==> config.mk <==
export PLATFORM = sky130hd
export DESIGN_NAME = sprite_box_collision
export DESIGN_NICKNAME = d
export VERILOG_FILES = /design/src/rtl/core/sbc_pkg.sv /design/src/rtl/core/sbc_ram.sv /design/src/rtl/core/sbc_box.sv /design/src/rtl/core/sprite_box_collision.sv
export SDC_FILE = /design/constraint.sdc
export NUM_CORES = 1
export LEC_CHECK = 0
export ABC_AREA = 0
export BUFFER_PORTS_ARGS = -buffer_cell sky130_fd_sc_hd__buf_4
export CAP_MARGIN = 20
export CORE_UTILIZATION = 43
export DETAILED_ROUTE_END_ITERATION = 6
export PLACE_DENSITY = 0.66
export SYNTH_ARGS = -nofsm -noshare
export SYNTH_HDL_FRONTEND = slang
export SYNTH_SLANG_ARGS = --single-unit
==> constraint.sdc <==
create_clock -name clk -period 9.2 [get_ports clk]
set_input_delay 2.3 -clock clk [delete_from_list [all_inputs] [get_ports clk]]
set_output_delay 2.3 -clock clk [all_outputs]
set_load 0.05 [all_outputs]
==> src/rtl/core/sbc_pkg.sv <==
// ----------------------------------------------------------------------------
// sbc_pkg
// Types and constants shared by the sprite box collision block.
// ----------------------------------------------------------------------------
`default_nettype none

package sbc_pkg;

    // Command codes on func
    typedef enum logic [1:0] {
        FUNC_WRITE  = 2'd0,
        FUNC_QUERY  = 2'd1,
        FUNC_REMOVE = 2'd2,
        FUNC_NONE   = 2'd3
    } func_t;

    // Box edges need room for a full-range pixel position plus 255
    localparam int COORD_W = 18;

    typedef struct packed {
        logic [15:0] pos_x;
        logic [15:0] pos_y;
        logic [7:0]  width;
        logic [7:0]  height;
        logic [6:0]  inset_left;
        logic [6:0]  inset_right;
        logic [6:0]  inset_top;
        logic [6:0]  inset_bottom;
        logic [7:0]  hit_mask;
    } entry_t;

    typedef struct packed {
        logic signed [COORD_W-1:0] l;
        logic signed [COORD_W-1:0] r;
        logic signed [COORD_W-1:0] t;
        logic signed [COORD_W-1:0] b;
    } box_t;

endpackage

`default_nettype wire

==> src/rtl/core/sbc_ram.sv <==
// ----------------------------------------------------------------------------
// sbc_ram
// Generic single-clock RAM, one write port, one read port, registered read.
// ----------------------------------------------------------------------------
`default_nettype none

module sbc_ram #(
    parameter int WIDTH = 8,
    parameter int DEPTH = 16
) (
    input  wire logic                     clk,
    input  wire logic                     we,
    input  wire logic [$clog2(DEPTH)-1:0] waddr,
    input  wire logic [WIDTH-1:0]         wdata,
    input  wire logic [$clog2(DEPTH)-1:0] raddr,
    output logic      [WIDTH-1:0]         rdata
);

    logic [WIDTH-1:0] mem [DEPTH];

    always_ff @(posedge clk)
    begin
        if (we)
        begin
            mem[waddr] <= wdata;
        end
        rdata <= mem[raddr];
    end

endmodule

`default_nettype wire

==> src/rtl/core/sbc_box.sv <==
// ----------------------------------------------------------------------------
// sbc_box
// Inset bounding box of one entry, in whole pixels.
// ----------------------------------------------------------------------------
`default_nettype none

module sbc_box #(
    parameter int FRAC_BITS = 4
) (
    input  wire sbc_pkg::entry_t entry,
    output sbc_pkg::box_t        box
);

    localparam int CW = sbc_pkg::COORD_W;

    logic signed [CW-1:0] px;
    logic signed [CW-1:0] py;

    // floor division by 2^FRAC_BITS
    assign px = CW'($signed(entry.pos_x)) >>> FRAC_BITS;
    assign py = CW'($signed(entry.pos_y)) >>> FRAC_BITS;

    assign box.l = px + signed'(CW'(entry.inset_left));
    assign box.r = px + signed'(CW'(entry.width)) - signed'(CW'(entry.inset_right));
    assign box.t = py + signed'(CW'(entry.inset_top));
    assign box.b = py + signed'(CW'(entry.height)) - signed'(CW'(entry.inset_bottom));

endmodule

`default_nettype wire

==> src/rtl/core/sprite_box_collision.sv <==
// ----------------------------------------------------------------------------
// sprite_box_collision
// Sprite entry table with inset bounding-box collision queries.
// ----------------------------------------------------------------------------
// Usage:
//   A command transaction is taken when start is high and busy is low.
//   func selects write entry, query collisions or remove entry.
//   Write and remove finish in the accepting cycle and give no result;
//   busy stays low, so commands may follow back to back.
//   A query reads its own entry, then scans the table one slot per cycle
//   from slot 0 up, through the single read port of the entry RAM.
//   Each hit is shown for one cycle with strobe high; last marks the final
//   result. A query with no hit gives one empty result (hit_valid low).
//   A query that cannot hit (bad slot, inactive slot, max_hits 0) answers
//   the cycle after start. Otherwise busy holds through ST_SELF, the scan
//   and ST_FLUSH (the scan ends early when max_hits is reached), and the final
//   result is on the ports in the first cycle with busy low again.
//   No new command is taken until a query is through; its scan sets the rate.
//   The receiver cannot stall results; each is valid for one cycle only.
//   Reset clears every active flag (flip-flops, at once); entry data in
//   the RAM is left as is and is only used for active slots.
// ----------------------------------------------------------------------------
`default_nettype none

module sprite_box_collision #(
    parameter int ENTRIES   = 16,
    parameter int FRAC_BITS = 4
) (
    input  wire logic        clk,
    input  wire logic        rst_n,
    input  wire logic        start,
    output logic             busy,
    input  wire logic [1:0]  func,
    input  wire logic [3:0]  slot,
    input  wire logic [15:0] pos_x,
    input  wire logic [15:0] pos_y,
    input  wire logic [7:0]  width,
    input  wire logic [7:0]  height,
    input  wire logic [6:0]  inset_left,
    input  wire logic [6:0]  inset_right,
    input  wire logic [6:0]  inset_top,
    input  wire logic [6:0]  inset_bottom,
    input  wire logic [7:0]  hit_mask,
    input  wire logic [3:0]  max_hits,
    output logic             strobe,
    output logic             hit_valid,
    output logic [3:0]       hit_slot,
    output logic [3:0]       hit_count,
    output logic             last
);

    localparam int AW = $clog2(ENTRIES);
    // slot and index, plus one bit so that ENTRIES itself fits
    localparam int SW = ((AW > 4) ? AW : 4) + 1;

    typedef enum logic [3:0] {
        ST_IDLE  = 4'b0001,
        ST_SELF  = 4'b0010,   // own entry arriving from RAM
        ST_SCAN  = 4'b0100,   // one table entry per cycle
        ST_FLUSH = 4'b1000    // emit held hit as last, or empty result
    } state_t;

    // ---------------- state ----------------
    state_t               state_reg, state_next;
    logic [ENTRIES-1:0]   active_reg, active_next;
    logic [AW-1:0]        self_idx_reg, self_idx_next;
    logic [AW-1:0]        sc_reg, sc_next;          // index of entry on rdata
    logic [3:0]           max_reg, max_next;
    logic [3:0]           count_reg, count_next;
    logic                 pend_valid_reg, pend_valid_next;
    logic [3:0]           pend_slot_reg, pend_slot_next;
    logic [3:0]           pend_count_reg, pend_count_next;
    sbc_pkg::box_t        self_box_reg, self_box_next;
    logic [7:0]           self_mask_reg, self_mask_next;

    logic                 strobe_reg, strobe_next;
    logic                 hit_valid_reg, hit_valid_next;
    logic [3:0]           hit_slot_reg, hit_slot_next;
    logic [3:0]           hit_count_reg, hit_count_next;
    logic                 last_reg, last_next;

    // ---------------- command decode ----------------
    logic                 accept;
    logic [SW-1:0]        slot_w;
    logic                 slot_ok;
    logic [AW-1:0]        slot_a;
    sbc_pkg::func_t       fn;

    assign accept  = start && !busy;
    assign slot_w  = SW'(slot);
    assign slot_ok = (slot_w < SW'(ENTRIES));
    assign slot_a  = AW'(slot_w);
    assign fn      = sbc_pkg::func_t'(func);

    // ---------------- entry RAM ----------------
    sbc_pkg::entry_t      wr_entry;
    sbc_pkg::entry_t      rd_entry;
    logic                 ram_we;
    logic [AW-1:0]        ram_raddr;

    assign wr_entry.pos_x        = pos_x;
    assign wr_entry.pos_y        = pos_y;
    assign wr_entry.width        = width;
    assign wr_entry.height       = height;
    assign wr_entry.inset_left   = inset_left;
    assign wr_entry.inset_right  = inset_right;
    assign wr_entry.inset_top    = inset_top;
    assign wr_entry.inset_bottom = inset_bottom;
    assign wr_entry.hit_mask     = hit_mask;

    assign ram_we = accept && (fn == sbc_pkg::FUNC_WRITE) && slot_ok;

    sbc_ram #(
        .WIDTH ($bits(sbc_pkg::entry_t)),
        .DEPTH (ENTRIES)
    ) u_ram (
        .clk   (clk),
        .we    (ram_we),
        .waddr (slot_a),
        .wdata (wr_entry),
        .raddr (ram_raddr),
        .rdata (rd_entry)
    );

    // Box of whatever entry is on the read port: own entry in ST_SELF,
    // the scanned entry in ST_SCAN.
    sbc_pkg::box_t        rd_box;

    sbc_box #(
        .FRAC_BITS (FRAC_BITS)
    ) u_box (
        .entry (rd_entry),
        .box   (rd_box)
    );

    // ---------------- scan compare ----------------
    logic                 touch;
    logic                 hit;
    logic                 scan_end;
    logic [3:0]           count_inc;

    assign touch = (self_box_reg.l <= rd_box.r) && (self_box_reg.r >= rd_box.l) &&
                   (self_box_reg.t <= rd_box.b) && (self_box_reg.b >= rd_box.t);

    assign hit = (sc_reg != self_idx_reg) && active_reg[sc_reg] &&
                 ((self_mask_reg & rd_entry.hit_mask) != 8'd0) && touch;

    assign scan_end  = (sc_reg == AW'(ENTRIES - 1));
    assign count_inc = count_reg + 4'd1;

    assign busy = (state_reg != ST_IDLE);

    // ---------------- control ----------------
    always_comb
    begin
        state_next      = state_reg;
        active_next     = active_reg;
        self_idx_next   = self_idx_reg;
        sc_next         = sc_reg;
        max_next        = max_reg;
        count_next      = count_reg;
        pend_valid_next = pend_valid_reg;
        pend_slot_next  = pend_slot_reg;
        pend_count_next = pend_count_reg;
        self_box_next   = self_box_reg;
        self_mask_next  = self_mask_reg;
        ram_raddr       = slot_a;

        strobe_next     = 1'b0;
        hit_valid_next  = hit_valid_reg;
        hit_slot_next   = hit_slot_reg;
        hit_count_next  = hit_count_reg;
        last_next       = last_reg;

        case (state_reg)
            ST_IDLE:
            begin
                if (accept)
                begin
                    case (fn)
                        sbc_pkg::FUNC_WRITE:
                        begin
                            if (slot_ok)
                            begin
                                active_next[slot_a] = 1'b1;
                            end
                        end
                        sbc_pkg::FUNC_REMOVE:
                        begin
                            if (slot_ok)
                            begin
                                active_next[slot_a] = 1'b0;
                            end
                        end
                        sbc_pkg::FUNC_QUERY:
                        begin
                            if (slot_ok && active_reg[slot_a] && (max_hits != 4'd0))
                            begin
                                // own entry read issued at slot_a this cycle
                                self_idx_next   = slot_a;
                                max_next        = max_hits;
                                count_next      = 4'd0;
                                pend_valid_next = 1'b0;
                                state_next      = ST_SELF;
                            end
                            else
                            begin
                                strobe_next    = 1'b1;
                                hit_valid_next = 1'b0;
                                hit_slot_next  = 4'd0;
                                hit_count_next = 4'd0;
                                last_next      = 1'b1;
                            end
                        end
                        default:
                        begin
                        end
                    endcase
                end
            end

            ST_SELF:
            begin
                self_box_next  = rd_box;
                self_mask_next = rd_entry.hit_mask;
                ram_raddr      = '0;
                sc_next        = '0;
                state_next     = ST_SCAN;
            end

            ST_SCAN:
            begin
                ram_raddr = scan_end ? '0 : sc_reg + 1'b1;
                sc_next   = sc_reg + 1'b1;
                if (hit)
                begin
                    // held hit is not the last one: release it now
                    if (pend_valid_reg)
                    begin
                        strobe_next    = 1'b1;
                        hit_valid_next = 1'b1;
                        hit_slot_next  = pend_slot_reg;
                        hit_count_next = pend_count_reg;
                        last_next      = 1'b0;
                    end
                    count_next      = count_inc;
                    pend_valid_next = 1'b1;
                    pend_slot_next  = 4'(sc_reg);
                    pend_count_next = count_inc;
                end
                if ((hit && (count_inc == max_reg)) || scan_end)
                begin
                    state_next = ST_FLUSH;
                end
            end

            ST_FLUSH:
            begin
                strobe_next    = 1'b1;
                hit_valid_next = pend_valid_reg;
                hit_slot_next  = pend_valid_reg ? pend_slot_reg : 4'd0;
                hit_count_next = pend_valid_reg ? pend_count_reg : 4'd0;
                last_next      = 1'b1;
                state_next     = ST_IDLE;
            end

            default:
            begin
                state_next = ST_IDLE;
            end
        endcase
    end

    // ---------------- registers ----------------
    always_ff @(posedge clk or negedge rst_n)
    begin
        if (!rst_n)
        begin
            state_reg      <= ST_IDLE;
            active_reg     <= '0;
            strobe_reg     <= 1'b0;
            pend_valid_reg <= 1'b0;
            count_reg      <= 4'd0;
        end
        else
        begin
            state_reg      <= state_next;
            active_reg     <= active_next;
            strobe_reg     <= strobe_next;
            pend_valid_reg <= pend_valid_next;
            count_reg      <= count_next;
        end
    end

    always_ff @(posedge clk)
    begin
        self_idx_reg   <= self_idx_next;
        sc_reg         <= sc_next;
        max_reg        <= max_next;
        pend_slot_reg  <= pend_slot_next;
        pend_count_reg <= pend_count_next;
        self_box_reg   <= self_box_next;
        self_mask_reg  <= self_mask_next;
        hit_valid_reg  <= hit_valid_next;
        hit_slot_reg   <= hit_slot_next;
        hit_count_reg  <= hit_count_next;
        last_reg       <= last_next;
    end

    assign strobe    = strobe_reg;
    assign hit_valid = hit_valid_reg;
    assign hit_slot  = hit_slot_reg;
    assign hit_count = hit_count_reg;
    assign last      = last_reg;

endmodule

`default_nettype wire
### Word level (Yosys, flattened, before mapping)

Memory sizes are Yosys's and may differ from the RTL's. A register that Yosys moved wholly into a read port is not among the register bits.
Index checks and enable logic that the tools add are counted.

* register bits after elaboration: 136
* latch bits: 0
* bits in writable memories: 1344
* ROM bits: 0
* output and inout port bits: 12
* logic and storage cells: 145
* memories: 1

Memory list
* u_ram.mem: words 16, bits a word 84, rd ports 1, clocked after memory_dff 1, write ports 1, line sbc_ram.sv:19 `logic [WIDTH-1:0] mem [DEPTH];`

* add/subtract/negate cells: 8
* multiply operators: 0
* div/mod/pow operators: 0
* magnitude comparators: 8
* equal/unequal tests: 19
* shift-type cells: 0
* multiplexer cells: 58
* bitwise gates (word level): 4
* reduce and logical (&&, ||, !) cells: 28

Operators with widths (number)
* two-way mux 4 bit: 18
* >= comparator 18 bit: 2
* less-or-equal comparator 18 bit: 2
* one-hot mux 4 bit (3 select lines): 3
* two-way mux 16 bit: 2
* one-hot mux 16 bit (2 select lines): 1
* adder 12 x 8 -> 13 bit: 2
* adder 12 x 9 -> 13 bit: 2
* two-way mux 1 bit: 24
* one-hot mux 4 bit (2 select lines): 3
* subtractor 18 x 8 -> 18 bit: 1
* AND 16 bit: 1
* inequality test 2 bit (second input constant): 8
* NOT 16 bit: 1
* OR 16 bit: 1
* less-than comparator 4 x 5 -> 1 bit (second input constant): 3
* subtractor 13 x 8 -> 14 bit: 1
* logical AND 1 bit: 13
* AND reduction 5 bit: 2
* one-hot mux 1 bit (3 select lines): 3
* adder 4 x 1 -> 4 bit (second input constant): 2
* AND 8 bit: 1
* binary-select mux 1 bit (select 4 bit): 2
* equality test 4 bit (second input constant): 2
* 22 further kinds: 25

### Logic depth before layout (Yosys ltp)

* depth in word-level cells: 11
* depth in mapped cells: 27
* mapped depth without buffers: 27

### Modules after synthesis

From an unflattened synthesis, not the netlist that was laid out.

* cells, all modules: 3051
* area total of the unflattened synthesis: 61590.3 µm²

Modules (own cells, without submodules)
* sbc_ram: instances 1, cells each 2154, area each 52052.4 µm², sequential area each 42040.3 µm²
* sprite_box_collision: instances 1, cells each 545, area each 6912.9 µm², sequential area each 3955.0 µm²
* sbc_box: instances 1, cells each 352, area each 2625.0 µm², sequential area each 0.0 µm²

### Least setup slack after synthesis

OpenSTA, ideal clock, no wires.

* path type: input to register
* start: input port slot[3]
* end: memory u_ram.mem[11][0] (netlist name) (enable)
* arrival time: 6.379 ns
* required time: 8.689 ns
* slack: 2.310 ns
* stages on the path: 4
* buffers on the path: 2
* cell sequence: clkbuf_1 > or3b_2 > clkbuf_1 > nor2_1

* word-level cells in the longest chain between the ends: 4

RTL lines
* start: declaration: line sprite_box_collision.sv:34 `input wire logic [3:0] slot,`
* less-than comparator 4 x 5 -> 1 bit: line sprite_box_collision.sv:91 `assign slot_ok = (slot_w < SW'(ENTRIES));`
* logical AND 1 bit: line sprite_box_collision.sv:111 `assign ram_we = accept && (fn == sbc_pkg::FUNC_WRITE) && slot_ok;`
* two-way mux 1 bit: line sbc_ram.sv:23 `if (we)`
* two-way mux 1 bit (not written as such): line sbc_ram.sv:25 `mem[waddr] <= wdata;`
* end: declaration: line sbc_ram.sv:19

Several ways; a longest one is shown, not always the timed one.

### Final worst setup path

* start: register u_ram.rdata[57], read port of u_ram.mem
* end: register hit_slot_reg[2] (netlist: hit_slot[2]) (enable)

* word-level cells in the longest chain between the ends: 8
* elaborated cells on any way between the ends: 10
* classes of those cells: 3 x add/sub; 2 x order compare; 1 x eq/ne; 4 x reduce/logical

RTL lines
* start: declaration: line sbc_ram.sv:16 `output logic [WIDTH-1:0] rdata`
* adder 12 x 9 -> 13 bit: line sbc_box.sv:26 `assign box.b = py + signed'(CW'(entry.height)) - signed'(CW'(entry.inset_bottom));`
* subtractor 13 x 8 -> 14 bit: line sbc_box.sv:26
* less-or-equal comparator 18 bit: line sprite_box_collision.sv:143 `(self_box_reg.t <= rd_box.b) && (self_box_reg.b >= rd_box.t);`
* logical AND 1 bit: line sprite_box_collision.sv:142 `assign touch = (self_box_reg.l <= rd_box.r) && (self_box_reg.r >= rd_box.l) &&`
* logical AND 1 bit *: line sprite_box_collision.sv:143
* logical AND 1 bit *: line sprite_box_collision.sv:146 `((self_mask_reg & rd_entry.hit_mask) != 8'd0) && touch;`
* inequality test 2 bit (no line) *
* AND reduction 6 bit (no line) *
* end signal: assignment: line sprite_box_collision.sv:305 `hit_slot_reg <= hit_slot_next;`
* end: declaration: line sprite_box_collision.sv:78 `logic [3:0] hit_slot_reg, hit_slot_next;`

Every way passes the cells marked *; elsewhere a longest branch is shown, timed or not.
A chain may end at the register's enable or synchronous reset.

==> run metrics <==
number of buffers created by CTS=147; P_sw=3.42 mW; grt ovf=0; IR Drop Worst-Case VDD=0.186 mV; max-cap violation count=0; dominant combinational cell family by area after synthesis=simple AND/OR/NAND/NOR gates; starting density of the core=43.6%; period utilization=69.8%; ordered list of cells on the worst path=inv_1, fa_1, inv_1, fa_1, a21o_1, a21oi_1, o21bai_1, a21oi_1, o21bai_1, a21oi_1, o211ai_1, a21o_1, a21o_1, ha_1, nand4_1, nor4_1, a211o_1, o21ai_0, a2111oi_2, nand2_1, nor2_4, a22o_1; vias=35,600; Final Critical Period=6420 ps; Core Rows=133; TritonCTS clock tree=built; Die ar.=135,000 µm²; Pwr Density=222 nW/µm²; FFs w/ async S/R, synth=1.84%; RSZ-0062 raised after global routing=false; outcome=complete, no violations; post-synthesis instance total=4,413; source of the worst hold timing path=u_ram.rdata[6]$_DFF_P_; Lkg Pwr=23.1 nW; startpoint type of the worst setup path=flip-flop; H-tree level count=4; worst-margin pin slew=1070 ps; flip-flop and latch count after synthesis=1,414; final count of pins violating max slew=0; Largest stage delay, worst path=790 ps; fillcell total=11,200; total of endpoints with negative setup slack in the final report=0; via/cell ratio=5.61; first-iteration detailed-routing DRC count=3,751; number of instances resized during post-cts repair=0; largest net degree at the start of global routing=166; non-filler instance count after layout=6,344; initial antenna violation count=13; post-detailed-route count of antenna-violating nets=0; Sequential Power Share=49.8%; Setup Slack @ Placement=2820 ps; number of global-route vias before repair=34,500; summed negative setup slack over all endpoints=0 ps; worst-path fanout max=15; max FFs per register=1,216; PortBufs=100; Clock transition at path regs=60 ps; data arrival time of the critical path=6840 ps; count of flip-flops with a built-in enable after synthesis=1,312; number of nets in the layout=4,681; routed wire length=139 mm; Syn Nets=4,632; Worst setup startpoint=u_ram.rdata[57]$_DFF_P_; relative slew slack=28.3%; path type of the worst setup path=flip-flop to flip-flop; register-to-register setup slack=2780 ps; multiplexer area fraction after synthesis=0.515%; Cell Area, Synth=57,600 µm²; Worst-Skew Late Latency=790 ps; clock skew after layout=35.5 ps; post-synthesis share of cell area spent on xor and xnor gates=1.03%; min-delay worst type=flip-flop to flip-flop; Avg WL per Cell=22.0 µm; share of synthesized cell area in and, or, nand and nor gates=13.9%; placer congestion estimate=0.814; number of placed cells counting well taps=6,068; wire length of the first global-routing pass=211 mm; number of hold-repair buffers added at the cts stage=0; most used flip-flop cell after synthesis=sky130_fd_sc_hd__edfxtp_1; drt first pass iters=6; # Post-CTS Setup Buffers=0; DRC Markers=0; Clock Power Share=40.6%; # clock sinks=1,414; die extent in y=368 µm; CTS Buffer Depth=3; I/O pin total=109; post-synth cell types=73; sequential element share of the synthesized area=72.1%; overall power consumption=14.4 mW; combinational power share=9.6%; fraction of layout instances using a drive strength above 1=9.25%; die extent in x=368 µm; Fmax achieved=156 MHz; Critical-path top delay cell=sky130_fd_sc_hd__a2111oi_2; final hold violation count=0; master cell of the clock root buffer=sky130_fd_sc_hd__clkbuf_16; minimum setup slack in the final design=2780 ps; switching part of the total power=23.7%; required arrival time at the worst endpoint=9620 ps; compound-gate portion of the synthesized area=6.89%; endpoint type of the worst setup path=flip-flop; core region area=132,000 µm²; synth-to-layout area growth=12.9%; DP HPWL=71.8 mm; total number of yosys warnings=0; startpoint of the lowest-slack register-to-register path=u_ram.rdata[57]$_DFF_P_; GRT Resource Usage Total=20.5%; internal power=11.0 mW; post-synthesis average cell area=13.1 µm²; area share of fa/ha/maj cells after synthesis=2.81%
==> synthesized netlist by cell type (4+ instances only) <==
cell	n	area, µm²
sky130_fd_sc_hd__o21a_1	6	45.0
sky130_fd_sc_hd__o21bai_1	11	82.6
sky130_fd_sc_hd__inv_1	123	462
sky130_fd_sc_hd__buf_2	78	390
sky130_fd_sc_hd__dfxtp_1	76	1520
sky130_fd_sc_hd__nand4_1	12	75.1
sky130_fd_sc_hd__and3_1	154	963
sky130_fd_sc_hd__a22oi_1	5	37.5
sky130_fd_sc_hd__mux4_2	9	203
sky130_fd_sc_hd__and2_1	12	75.1
sky130_fd_sc_hd__dfrtp_1	25	626
sky130_fd_sc_hd__clkbuf_1	176	661
sky130_fd_sc_hd__edfxtp_1	1312	39400
sky130_fd_sc_hd__buf_1	10	37.5
sky130_fd_sc_hd__nor2_1	58	218
sky130_fd_sc_hd__nor3_1	8	40.0
sky130_fd_sc_hd__a311oi_1	228	2000
sky130_fd_sc_hd__nand3_1	319	1600
sky130_fd_sc_hd__fa_1	11	220
sky130_fd_sc_hd__xnor2_1	43	377
sky130_fd_sc_hd__xor2_1	23	201
sky130_fd_sc_hd__a211oi_1	12	90.1
sky130_fd_sc_hd__o21ai_0	37	185
sky130_fd_sc_hd__nor2b_1	11	68.8
sky130_fd_sc_hd__a21o_1	15	113
sky130_fd_sc_hd__o211ai_1	5	37.5
sky130_fd_sc_hd__ha_1	111	1390
sky130_fd_sc_hd__a21oi_1	115	576
sky130_fd_sc_hd__mux2i_1	6	60.1
sky130_fd_sc_hd__nand2b_1	11	68.8
sky130_fd_sc_hd__a31oi_1	80	500
sky130_fd_sc_hd__or3_1	6	37.5
sky130_fd_sc_hd__nand3b_1	4	30.0
sky130_fd_sc_hd__nand2_1	1247	4680
==> per-stage QoR <==
step	hold WS, ps	utilization [%]	instance area, µm²
2_1_floorplan	409	-	57600
6_report	437	49.2	65100
3_5_place_dp	430	45.6	60300
3_3_place_gp	419	45.6	60300
4_1_cts	442	49.2	65100
5_1_grt	471	49.2	65100
==> worst max-delay path: cells and delay by family, from the launching register on <==
family          cells  cell delay, ps
fa+ha+maj           3            1160
buf+inv             2             130
flops               1             370
compound gates     13            3240
simple gates        4            1120
==> cells in the final DEF, fill, tap and decap left out, types with 80 or more instances in the layout <==
cell / synthesis / layout
sky130_fd_sc_hd__buf_4: 3 / 157
sky130_fd_sc_hd__clkbuf_16: 0 / 149
sky130_fd_sc_hd__nand3_1: 319 / 319
sky130_fd_sc_hd__and3_1: 154 / 154
sky130_fd_sc_hd__a311oi_1: 228 / 228
sky130_fd_sc_hd__ha_1: 111 / 111
sky130_fd_sc_hd__a31oi_1: 80 / 80
sky130_fd_sc_hd__inv_1: 123 / 123
sky130_fd_sc_hd__a21oi_1: 115 / 114
sky130_fd_sc_hd__edfxtp_1: 1312 / 1312
sky130_fd_sc_hd__nand2_1: 1247 / 1247
==> power by group through the flow <==
stage,registers [mW],logic (mW),clock network (mW)
after floorplan,7.30,0.958,0
after global placement,7.32,1.37,0
final,7.18,1.39,5.86
after global routing,7.19,1.57,6.19
after detailed placement,7.32,1.39,0
after CTS,7.18,1.40,5.95
==> cell families after synthesis <==
logic type,Yosys count
compound gates,543
xor+xnor,67
fa+ha+maj,123
buf+inv,391
flops,1414
mux,18
simple gates,1857
==> per-layer routing <==
layer	share of wire (%)	track usage (%)	wire length [µm]
met3	6.8	3.26	9530
met1	42	27.9	59000
met2	49	33.6	67800
met4	2.1	6.40	2950
met5	0.058	0	81
==> area by class of cell <==
| class | instances | area [µm²] | area share [%] |
|---|---|---|---|
| clock buffer | 198 | 4010 | 6.17 |
| clock inverter | 74 | 762 | 1.17 |
| tap | 1755 | 2200 | 3.37 |
| inverter | 124 | 465 | 0.715 |
| antenna | 4 | 10.0 | 0.0154 |
| sequential | 1414 | 41600 | 63.9 |
| timing repair buffer | 167 | 1380 | 2.12 |
| multi-input combinational | 2608 | 14700 | 22.6 |
==> final timing paths <==
kind,depth (start not counted),to
hold reg to reg,0,self_mask_reg[6]$_DFFE_PP_
max in group asynchronous,1,state_reg[0]$_DFFE_PN1P_
setup reg to reg,22,hit_slot[2]$_DFFE_PP_
min in group asynchronous,1,async pin
hold / removal,0,self_mask_reg[6]$_DFFE_PP_
setup / recovery,22,hit_slot[2]$_DFFE_PP_
Power figures use the tool's default switching activity.
